## config.mk

```make
export PLATFORM = sky130hd
export DESIGN_NAME = sha256_stream_hash_core
export DESIGN_NICKNAME = d
export VERILOG_FILES = /design/src/rtl/core/sha256sh_pkg.sv /design/src/rtl/core/sha256_stream_hash_core.sv
export SDC_FILE = /design/constraint.sdc
export NUM_CORES = 2
export LEC_CHECK = 0
export BUFFER_PORTS_ARGS = -buffer_cell sky130_fd_sc_hd__buf_2
export CAP_MARGIN = 40
export CORE_MARGIN = 2
export CORE_UTILIZATION = 40
export DETAILED_ROUTE_END_ITERATION = 16
export GPL_ROUTABILITY_DRIVEN = 0
export PLACE_DENSITY_LB_ADDON = 0.3
export SYNTH_ARGS = -nofsm -noshare
export SYNTH_HDL_FRONTEND = slang
export SYNTH_SLANG_ARGS = --single-unit
```

## constraint.sdc

```tcl
create_clock -name i_clk -period 8.65 [get_ports i_clk]
set_input_delay 1.73 -clock i_clk [delete_from_list [all_inputs] [get_ports i_clk]]
set_output_delay 1.73 -clock i_clk [all_outputs]
set_load 0.01 [all_outputs]
```

## src/rtl/core/sha256sh_pkg.sv

```systemverilog
// Shared types, constants and round functions for the SHA-256 stream hash core.
`timescale 1ns / 1ps

package sha256sh_pkg;

    // Input transfer payload: one optional message byte plus the end mark
    typedef struct packed {
        logic [7:0] data_byte;
        logic       byte_present;
        logic       end_of_message;
    } t_in_item;

    // Output transfer payload: one digest word and its position
    typedef struct packed {
        logic [31:0] digest_word;
        logic [2:0]  word_number;
        logic        final_word;
    } t_out_item;

    // Which compression the shared round unit is running
    typedef enum logic [1:0] {
        PH_ABSORB   = 2'd0,   // block filled by message bytes
        PH_PAD_MORE = 2'd1,   // padding block with no room for the length
        PH_LAST     = 2'd2    // block that carries the bit length
    } t_phase;

    localparam int unsigned ROUNDS      = 64;
    localparam int unsigned BLOCK_WORDS = 16;
    localparam int unsigned HASH_WORDS  = 8;

    localparam logic [5:0]  LENGTH_POS = 6'd56;
    localparam logic [7:0]  PAD_BYTE   = 8'h80;
    localparam logic [63:0] BIT_STEP   = 64'd8;

    localparam logic [31:0] H_INIT [HASH_WORDS] = '{
        32'h6a09e667, 32'hbb67ae85, 32'h3c6ef372, 32'ha54ff53a,
        32'h510e527f, 32'h9b05688c, 32'h1f83d9ab, 32'h5be0cd19
    };

    localparam logic [31:0] K_TABLE [ROUNDS] = '{
        32'h428a2f98, 32'h71374491, 32'hb5c0fbcf, 32'he9b5dba5,
        32'h3956c25b, 32'h59f111f1, 32'h923f82a4, 32'hab1c5ed5,
        32'hd807aa98, 32'h12835b01, 32'h243185be, 32'h550c7dc3,
        32'h72be5d74, 32'h80deb1fe, 32'h9bdc06a7, 32'hc19bf174,
        32'he49b69c1, 32'hefbe4786, 32'h0fc19dc6, 32'h240ca1cc,
        32'h2de92c6f, 32'h4a7484aa, 32'h5cb0a9dc, 32'h76f988da,
        32'h983e5152, 32'ha831c66d, 32'hb00327c8, 32'hbf597fc7,
        32'hc6e00bf3, 32'hd5a79147, 32'h06ca6351, 32'h14292967,
        32'h27b70a85, 32'h2e1b2138, 32'h4d2c6dfc, 32'h53380d13,
        32'h650a7354, 32'h766a0abb, 32'h81c2c92e, 32'h92722c85,
        32'ha2bfe8a1, 32'ha81a664b, 32'hc24b8b70, 32'hc76c51a3,
        32'hd192e819, 32'hd6990624, 32'hf40e3585, 32'h106aa070,
        32'h19a4c116, 32'h1e376c08, 32'h2748774c, 32'h34b0bcb5,
        32'h391c0cb3, 32'h4ed8aa4a, 32'h5b9cca4f, 32'h682e6ff3,
        32'h748f82ee, 32'h78a5636f, 32'h84c87814, 32'h8cc70208,
        32'h90befffa, 32'ha4506ceb, 32'hbef9a3f7, 32'hc67178f2
    };

    function automatic logic [31:0] rotr(input logic [31:0] v, input int unsigned n);
        return (v >> n) | (v << (32 - n));
    endfunction

    function automatic logic [31:0] big_sigma0(input logic [31:0] x);
        return rotr(x, 2) ^ rotr(x, 13) ^ rotr(x, 22);
    endfunction

    function automatic logic [31:0] big_sigma1(input logic [31:0] x);
        return rotr(x, 6) ^ rotr(x, 11) ^ rotr(x, 25);
    endfunction

    function automatic logic [31:0] small_sigma0(input logic [31:0] x);
        return rotr(x, 7) ^ rotr(x, 18) ^ (x >> 3);
    endfunction

    function automatic logic [31:0] small_sigma1(input logic [31:0] x);
        return rotr(x, 17) ^ rotr(x, 19) ^ (x >> 10);
    endfunction

endpackage

```

## src/rtl/core/sha256_stream_hash_core.sv

```systemverilog
// SHA-256 stream hash core: byte packing, padding, iterative compression, digest output.
`timescale 1ns / 1ps

// Byte-serial SHA-256. Each input transfer carries at most one message byte and an
// end mark; bytes pack big-endian into a 16-word block register. An item that neither
// fills a block nor carries the end mark leaves the input free for the next item. The
// byte that completes a block starts a compression on the single round unit, one round
// per cycle: 64 rounds, then a fold into the chaining words, and the input stalls
// throughout. On the end mark the core writes the padding one word per cycle, runs
// one or two compressions, then presents the eight digest words, most significant
// first, one per output transfer, and returns to the initial hash values.
// The input takes no bytes while the round unit compresses a block, so on long
// messages the round unit sets the sustained rate.
module sha256_stream_hash_core (
    input  logic                   i_clk,
    input  logic                   i_rst_n,
    input  logic                   i_in_valid,
    output logic                   o_in_stall,
    input  sha256sh_pkg::t_in_item i_in_data,
    output logic                   o_out_valid,
    input  logic                   i_out_stall,
    output sha256sh_pkg::t_out_item o_out_data
);
    import sha256sh_pkg::*;

    typedef enum logic [4:0] {
        ST_IDLE = 5'b00001,
        ST_PAD  = 5'b00010,
        ST_COMP = 5'b00100,
        ST_FIN  = 5'b01000,
        ST_OUT  = 5'b10000
    } t_state;

    // Control state
    t_state      r_state, n_state;
    t_phase      r_phase, n_phase;
    logic [5:0]  r_round, n_round;
    logic [5:0]  r_cnt,   n_cnt;     // bytes in current block
    logic [3:0]  r_pidx,  n_pidx;    // padding word pointer
    logic        r_first, n_first;   // next padding word holds the 0x80 byte
    logic        r_pend,  n_pend;    // end mark waits behind a full-block compression
    logic [2:0]  r_oidx,  n_oidx;
    logic [63:0] r_count, n_count;
    logic [31:0] r_h [HASH_WORDS];
    logic [31:0] n_h [HASH_WORDS];

    // Payload: block / schedule window and working variables a..h
    logic [31:0] r_w [BLOCK_WORDS];
    logic [31:0] n_w [BLOCK_WORDS];
    logic [31:0] r_v [HASH_WORDS];
    logic [31:0] n_v [HASH_WORDS];

    logic        in_xfer;
    logic        out_xfer;
    logic [31:0] rd_word;
    logic [31:0] byte_word;
    logic [31:0] pad_word;
    logic [31:0] keep_mask;
    logic [31:0] pad_bits;
    logic [31:0] t1, t2, w_next;
    logic [5:0]  cnt_inc;

    assign in_xfer  = i_in_valid && !o_in_stall;
    assign out_xfer = o_out_valid && !i_out_stall;

    assign o_in_stall  = (r_state != ST_IDLE);
    assign o_out_valid = (r_state == ST_OUT);
    assign o_out_data.digest_word = r_h[r_oidx];
    assign o_out_data.word_number = r_oidx;
    assign o_out_data.final_word  = (r_oidx == 3'd7);

    // Single read of the partially filled word
    assign rd_word = r_w[r_cnt[5:2]];
    assign cnt_inc = r_cnt + 6'd1;

    // Merge an incoming byte into its lane
    always_comb begin
        unique case (r_cnt[1:0])
            2'd0: byte_word = {i_in_data.data_byte, 24'd0};
            2'd1: byte_word = rd_word | {8'd0, i_in_data.data_byte, 16'd0};
            2'd2: byte_word = rd_word | {16'd0, i_in_data.data_byte, 8'd0};
            2'd3: byte_word = rd_word | {24'd0, i_in_data.data_byte};
        endcase
    end

    // First padding word keeps bytes ahead of the pad position
    always_comb begin
        unique case (r_cnt[1:0])
            2'd0: begin keep_mask = 32'h00000000; pad_bits = {PAD_BYTE, 24'd0}; end
            2'd1: begin keep_mask = 32'hff000000; pad_bits = {8'd0, PAD_BYTE, 16'd0}; end
            2'd2: begin keep_mask = 32'hffff0000; pad_bits = {16'd0, PAD_BYTE, 8'd0}; end
            2'd3: begin keep_mask = 32'hffffff00; pad_bits = {24'd0, PAD_BYTE}; end
        endcase
    end

    always_comb begin
        priority if (r_first) begin
            pad_word = (rd_word & keep_mask) | pad_bits;
        end else if (r_phase == PH_LAST && r_pidx == 4'd14) begin
            pad_word = r_count[63:32];
        end else if (r_phase == PH_LAST && r_pidx == 4'd15) begin
            pad_word = r_count[31:0];
        end else begin
            pad_word = 32'd0;
        end
    end

    // Shared round unit: one compression round and one schedule word per cycle
    assign t1 = r_v[7] + big_sigma1(r_v[4]) + ((r_v[4] & r_v[5]) ^ (~r_v[4] & r_v[6]))
              + K_TABLE[r_round] + r_w[0];
    assign t2 = big_sigma0(r_v[0])
              + ((r_v[0] & r_v[1]) ^ (r_v[0] & r_v[2]) ^ (r_v[1] & r_v[2]));
    assign w_next = r_w[0] + small_sigma0(r_w[1]) + r_w[9] + small_sigma1(r_w[14]);

    // Sequencer
    always_comb begin
        n_state = r_state;
        n_phase = r_phase;
        n_round = r_round;
        n_cnt   = r_cnt;
        n_pidx  = r_pidx;
        n_first = r_first;
        n_pend  = r_pend;
        n_oidx  = r_oidx;
        n_count = r_count;
        n_h     = r_h;
        n_w     = r_w;
        n_v     = r_v;

        unique case (r_state)
            ST_IDLE: begin
                if (in_xfer) begin
                    if (i_in_data.byte_present) begin
                        n_w[r_cnt[5:2]] = byte_word;
                        n_count         = r_count + BIT_STEP;
                        n_cnt           = cnt_inc;
                    end
                    if (i_in_data.byte_present && r_cnt == 6'd63) begin
                        n_state = ST_COMP;
                        n_round = 6'd0;
                        n_v     = r_h;
                        n_phase = PH_ABSORB;
                        n_pend  = i_in_data.end_of_message;
                    end else if (i_in_data.end_of_message) begin
                        n_state = ST_PAD;
                        n_pidx  = n_cnt[5:2];
                        n_first = 1'b1;
                        n_phase = (n_cnt >= LENGTH_POS) ? PH_PAD_MORE : PH_LAST;
                    end
                end
            end
            ST_PAD: begin
                n_w[r_pidx] = pad_word;
                n_first     = 1'b0;
                n_pidx      = r_pidx + 4'd1;
                if (r_pidx == 4'd15) begin
                    n_state = ST_COMP;
                    n_round = 6'd0;
                    n_v     = r_h;
                end
            end
            ST_COMP: begin
                for (int i = 0; i < BLOCK_WORDS - 1; i++) begin
                    n_w[i] = r_w[i + 1];
                end
                n_w[BLOCK_WORDS - 1] = w_next;
                n_v[7] = r_v[6];
                n_v[6] = r_v[5];
                n_v[5] = r_v[4];
                n_v[4] = r_v[3] + t1;
                n_v[3] = r_v[2];
                n_v[2] = r_v[1];
                n_v[1] = r_v[0];
                n_v[0] = t1 + t2;
                n_round = r_round + 6'd1;
                if (r_round == 6'd63) begin
                    n_state = ST_FIN;
                end
            end
            ST_FIN: begin
                for (int i = 0; i < HASH_WORDS; i++) begin
                    n_h[i] = r_h[i] + r_v[i];
                end
                unique case (r_phase)
                    PH_ABSORB: begin
                        if (r_pend) begin
                            n_state = ST_PAD;
                            n_pidx  = 4'd0;
                            n_first = 1'b1;
                            n_phase = PH_LAST;
                            n_pend  = 1'b0;
                        end else begin
                            n_state = ST_IDLE;
                        end
                    end
                    PH_PAD_MORE: begin
                        n_state = ST_PAD;
                        n_pidx  = 4'd0;
                        n_first = 1'b0;
                        n_phase = PH_LAST;
                    end
                    PH_LAST: begin
                        n_state = ST_OUT;
                        n_oidx  = 3'd0;
                    end
                    default: n_state = ST_IDLE;
                endcase
            end
            ST_OUT: begin
                if (out_xfer) begin
                    n_oidx = r_oidx + 3'd1;
                    if (r_oidx == 3'd7) begin
                        n_h     = H_INIT;
                        n_count = 64'd0;
                        n_cnt   = 6'd0;
                        n_state = ST_IDLE;
                    end
                end
            end
            default: n_state = ST_IDLE;
        endcase
    end

    // Control and chaining registers
    always_ff @(posedge i_clk) begin
        if (!i_rst_n) begin
            r_state <= ST_IDLE;
            r_phase <= PH_ABSORB;
            r_round <= 6'd0;
            r_cnt   <= 6'd0;
            r_pidx  <= 4'd0;
            r_first <= 1'b0;
            r_pend  <= 1'b0;
            r_oidx  <= 3'd0;
            r_count <= 64'd0;
            r_h     <= H_INIT;
        end else begin
            r_state <= n_state;
            r_phase <= n_phase;
            r_round <= n_round;
            r_cnt   <= n_cnt;
            r_pidx  <= n_pidx;
            r_first <= n_first;
            r_pend  <= n_pend;
            r_oidx  <= n_oidx;
            r_count <= n_count;
            r_h     <= n_h;
        end
    end

    // Block / schedule window and working variables
    always_ff @(posedge i_clk) begin
        r_w <= n_w;
        r_v <= n_v;
    end

    // Rounds advance one per cycle without a break
    a_round_step: assert property (@(posedge i_clk) disable iff (!i_rst_n)
        (r_state == ST_COMP && r_round != 6'd63)
        |=> (r_state == ST_COMP && r_round == $past(r_round) + 6'd1))
        else $error("compression round sequence broken");

    // Digest words come out in order without gaps
    a_word_order: assert property (@(posedge i_clk) disable iff (!i_rst_n)
        (out_xfer && !o_out_data.final_word)
        |=> (o_out_valid && o_out_data.word_number == $past(o_out_data.word_number) + 3'd1))
        else $error("digest word order broken");

    // After the last digest word the hash state is back at its initial value
    a_restart: assert property (@(posedge i_clk) disable iff (!i_rst_n)
        (out_xfer && o_out_data.final_word)
        |=> (r_h[0] == H_INIT[0] && r_count == 64'd0 && r_cnt == 6'd0 && !o_in_stall))
        else $error("hash state not restarted after digest");

    // Input and output never take transfers in the same cycle
    a_one_side: assert property (@(posedge i_clk) disable iff (!i_rst_n)
        !o_in_stall |-> !o_out_valid)
        else $error("input ready while digest pending");

endmodule

```

==> run summary <==
The number of cells on the worst hold path came out at 1. Timing analysis after detailed placement gives a worst setup slack of approximately 0.35 ns. The number of maximum-capacitance violations came out at 0. The normalized max-slew margin is 0.0238.

The count of input and output buffers is 51. The setup clock skew after layout came out at 0.0533 ns. The tightest min-delay check is of the reg -> reg type. The total count of max-transition violations in the final report is 0. Of the total synthesized cell area, the portion taken by full adders, half adders and majority gates is 0.105. The required time of the worst setup path is around 9.2 ns. The largest single stage delay on the critical path is around 0.52 ns.

The number of distinct library cells after synthesis is 88. In the final layout, the share of cells above drive strength 1 is 0.0955. The number of resized instances in the post-cts repair step came out at 0. The critical setup path kind is reg -> reg. The largest fanout on the critical path is 6. Entering global routing, the biggest net connects 207 pins. After synthesis, the share of cell area in mux cells is 0.0721. The number of clock sinks is 1113. The number of iterations in the first detailed-routing pass is 9. Total power for the finished layout comes to 0.0328 W. Dividing the detail-routed via count by the number of cells gives 6.48. The wire length of the first global-routing pass is 505000 um. The number of standard cells after synthesis is 9658.

Across every metal layer, demand over resource in global routing totals 0.308. The number of nets in the synthesized netlist came out at 10275. The power density relative to cell area came out at between 300 and 400 nW/um^2. The final critical-path share of the clock period came out at 0.947.

The total of flip-flops plus latches after synthesis came out at 1113. No sink is reached through more buffers than the 3 on the longest clock path. The run finished with clean final reports. The complex-gate fraction of the synthesized area is 0.223. The number of warning messages in the yosys log is 0. The root cell of the clock tree is clkbuf_16. The slack of the critical path came out at 0.457 ns.

For this design the static power due to leakage is 34.0 nW. The final net count came out at 9985. edfxtp_1 takes more of the synthesized area than any other cell. The leading cell type in the layout, fill and taps excluded is nand2_1. At the later pin of the worst-skew pair, clock insertion delay measures 0.84 ns. Setup repair after global routing left no endpoint under its margin. The number of antenna violations at the first check in global routing came to 17. The setup slack of the most critical reg-to-reg path is around 0.46 ns. The post-detailed-route DRC marker count came out at 0.

The worst reg2reg path depth is 33. STA classifies the critical path startpoint as a register. Summed over all nets, the half-perimeter wirelength after detailed placement is 245000 um.

The transition time of the tightest slew-check pin came out at between 1 and 1.5 ns. The CTS clock-pin slew for the worst setup and hold paths is 0.06 ns. The final number of hold-violating endpoints came out at 0. The arrival time of data at the critical path endpoint is slightly below 9 ns. The post-CTS setup repair buffer count is 0. The fraction of synthesis flops using an asynchronous set or reset pin is 0. The detailed router finished its first iteration with ~14000 violations. The most used flip-flop cell after synthesis is edfxtp_1.

Measured along the x axis, the die boundary spans 468 um. The number of top-level design ports is 52. Based on the critical path, the design can be clocked at up to 122 MHz. The routed design could run at a clock period as short as 8.19 ns. The H-tree generated during clock tree synthesis spans 4 levels. In this run the core area contains 170 standard-cell rows. The slowest stage cell on the critical path is edfxtp_1. The total CTS buffers is approximately 140. The core region is 214000 um^2.

Detailed routing inserted a total of between 70000 and 80000 vias. The combinational family with the most area after synthesis is compound AO/OA/AOI/OAI gates. The final number of setup-violating endpoints came out at 0. IR analysis of the VDD net gives a maximum drop of 0.845 mV. The via count of the first global-routing pass is 74211. Of the total synthesized cell area, the portion taken by XOR and XNOR cells is 0.0617. The remaining antenna violation count is 0. The share of synthesized area in the top cell type comes to 0.268. The area of the die came out at between 200000 and 250000 um^2.

The cell count after placement came out at 12057. After routing, the total negative slack on setup checks comes to 0 ns. The startpoint identified for the worst register-to-register timing path is r_v[108].

The synthesized area per cell came out at 8.91 um^2. The cell that appears most often on the critical path is fa_1. Sorting the synthesized cells by area gives the leading types as edfxtp_1 (27%), dfxtp_1 (8.0%), ha_1 (5.9%), mux4_2 (5.7%), nand2_1 (5.2%). The total global routing overflow came out at 0. Of the synthesized area, sequential elements account for 0.348.

The total of hold buffers inserted after clock tree synthesis came out at 0. TritonCTS built the clock tree. The worst hold path begins at r_h[191].

In the final routed layout, each cell accounts on average for 28.1 um. Summed over all layers, the routed wires come to 347000 um. The area growth from synthesis to final layout is 9.43%. STA classifies the critical path endpoint as a register.

The top cell types in the final layout, fill and taps aside, are nand2_1 (1174), a21oi_1 (843), nor2_1 (793). The netlist area before placement came out at 86000 um^2. The die is 468 um tall.

The simple-gate share of the synthesized area came out at 0.135. The worst register-to-register path ends at r_v[255]. The number of enable flip-flop cells after synthesis is 768.

The initial utilization of the core area, before any placement, comes to 0.402. The worst hold path terminates at r_h[191]. The final cell count without fillers is 12327.
[flip-flops by register name, summed over array words and instances, names as in the netlist, 2 cells and up]
| register | count |
|---|---|
| r_cnt | 6 |
| r_count | 61 |
| r_h | 256 |
| r_oidx | 3 |
| r_phase | 2 |
| r_pidx | 4 |
| r_round | 6 |
| r_state | 5 |
| r_v | 256 |
| r_w | 512 |
[power by group]
| group | internal [W] | switching [W] |
|---|---|---|
| Combinational | 0.00746 | 0.0126 |
| Sequential | 0.00623 | 0.000458 |
| Clock | 0.00344 | 0.00262 |
[synthesized netlist by cell type (63+ instances only)]
| cell type | number |
|---|---|
| mux4_2 | 218 |
| nand2_1 | 1184 |
| a22oi_1 | 429 |
| a21oi_1 | 843 |
| nor2b_1 | 95 |
| xnor2_1 | 343 |
| inv_1 | 497 |
| buf_1 | 65 |
| a21o_1 | 185 |
| ha_1 | 406 |
| dfxtp_1 | 345 |
| o221ai_1 | 111 |
| mux2_2 | 65 |
| edfxtp_1 | 768 |
| clkbuf_1 | 617 |
| o21ai_1 | 275 |
| a211oi_1 | 70 |
| nand2b_1 | 70 |
| o22ai_1 | 63 |
| nor3_1 | 159 |
| o21ai_0 | 615 |
| nor2_1 | 801 |
| fa_1 | 197 |
| nand3_1 | 137 |
| xor2_1 | 263 |
[cells by family (layout without fill, tap and decap cells)]
logic type,Yosys count,in the layout
flops,1113,1113
buf+inv,1223,1050
simple gates,2697,2697
compound gates,3079,3079
mux,334,334
xor+xnor,606,606
fa+ha+maj,606,606
other cells,0,4
[per-stage QoR]
step / util / cell area [um^2] / hold WS (ns)
final: 0.440 / 94200 / 0.497
after global routing: 0.440 / 94100 / 0.536
after CTS: 0.439 / 94100 / 0.493
after detailed placement: 0.418 / 89500 / 0.485
after global placement: 0.416 / 89100 / 0.481
after floorplan: - / 86000 / 0.446
[worst max-delay path: cells and delay by family, from the launching register on]
| family | cells | cell delay (ns) |
|---|---|---|
| xor+xnor | 4 | 0.87 |
| simple gates | 7 | 1.14 |
| flops | 1 | 0.52 |
| fa+ha+maj | 7 | 2.73 |
| compound gates | 10 | 2.11 |
| buf+inv | 4 | 0.27 |
| mux | 1 | 0.26 |
[layer usage]
layer,vias to the layer above,share of wire,track usage
li1,34398,-,-
met5,-,0.00027,0
met4,12,0.062,0.164
met1,38472,0.38,0.413
met3,1135,0.14,0.0883
met2,5875,0.42,0.447
[how the worst max path moves through the flow]
| stage | startpoint | endpoint | slack, ns | cells after the start |
|---|---|---|---|---|
| 2_1_floorplan | r_cnt[2] | r_round[5] | 0.55 | 12 |
| 3_3_place_gp | r_round[0] | r_v[255] | 0.28 | 34 |
| 3_5_place_dp | r_round[0] | r_v[255] | 0.35 | 34 |
| 4_1_cts | r_round[0] | r_v[255] | 0.36 | 34 |
| 5_1_grt | r_round[0] | r_v[255] | 0.002 | 35 |
| 6_report | r_v[108] | r_v[255] | 0.46 | 33 |
[layout make-up]
type,count,area [um^2]
multi-input combinational,7322,51700
clock buffer,189,3880
clock inverter,69,704
fill,20487,120000
antenna,4,10.0
sequential,1113,30000
tap,2838,3550
timing repair buffer,293,2420
inverter,499,1880
No activity file was read; power rests on OpenSTA's default activity.
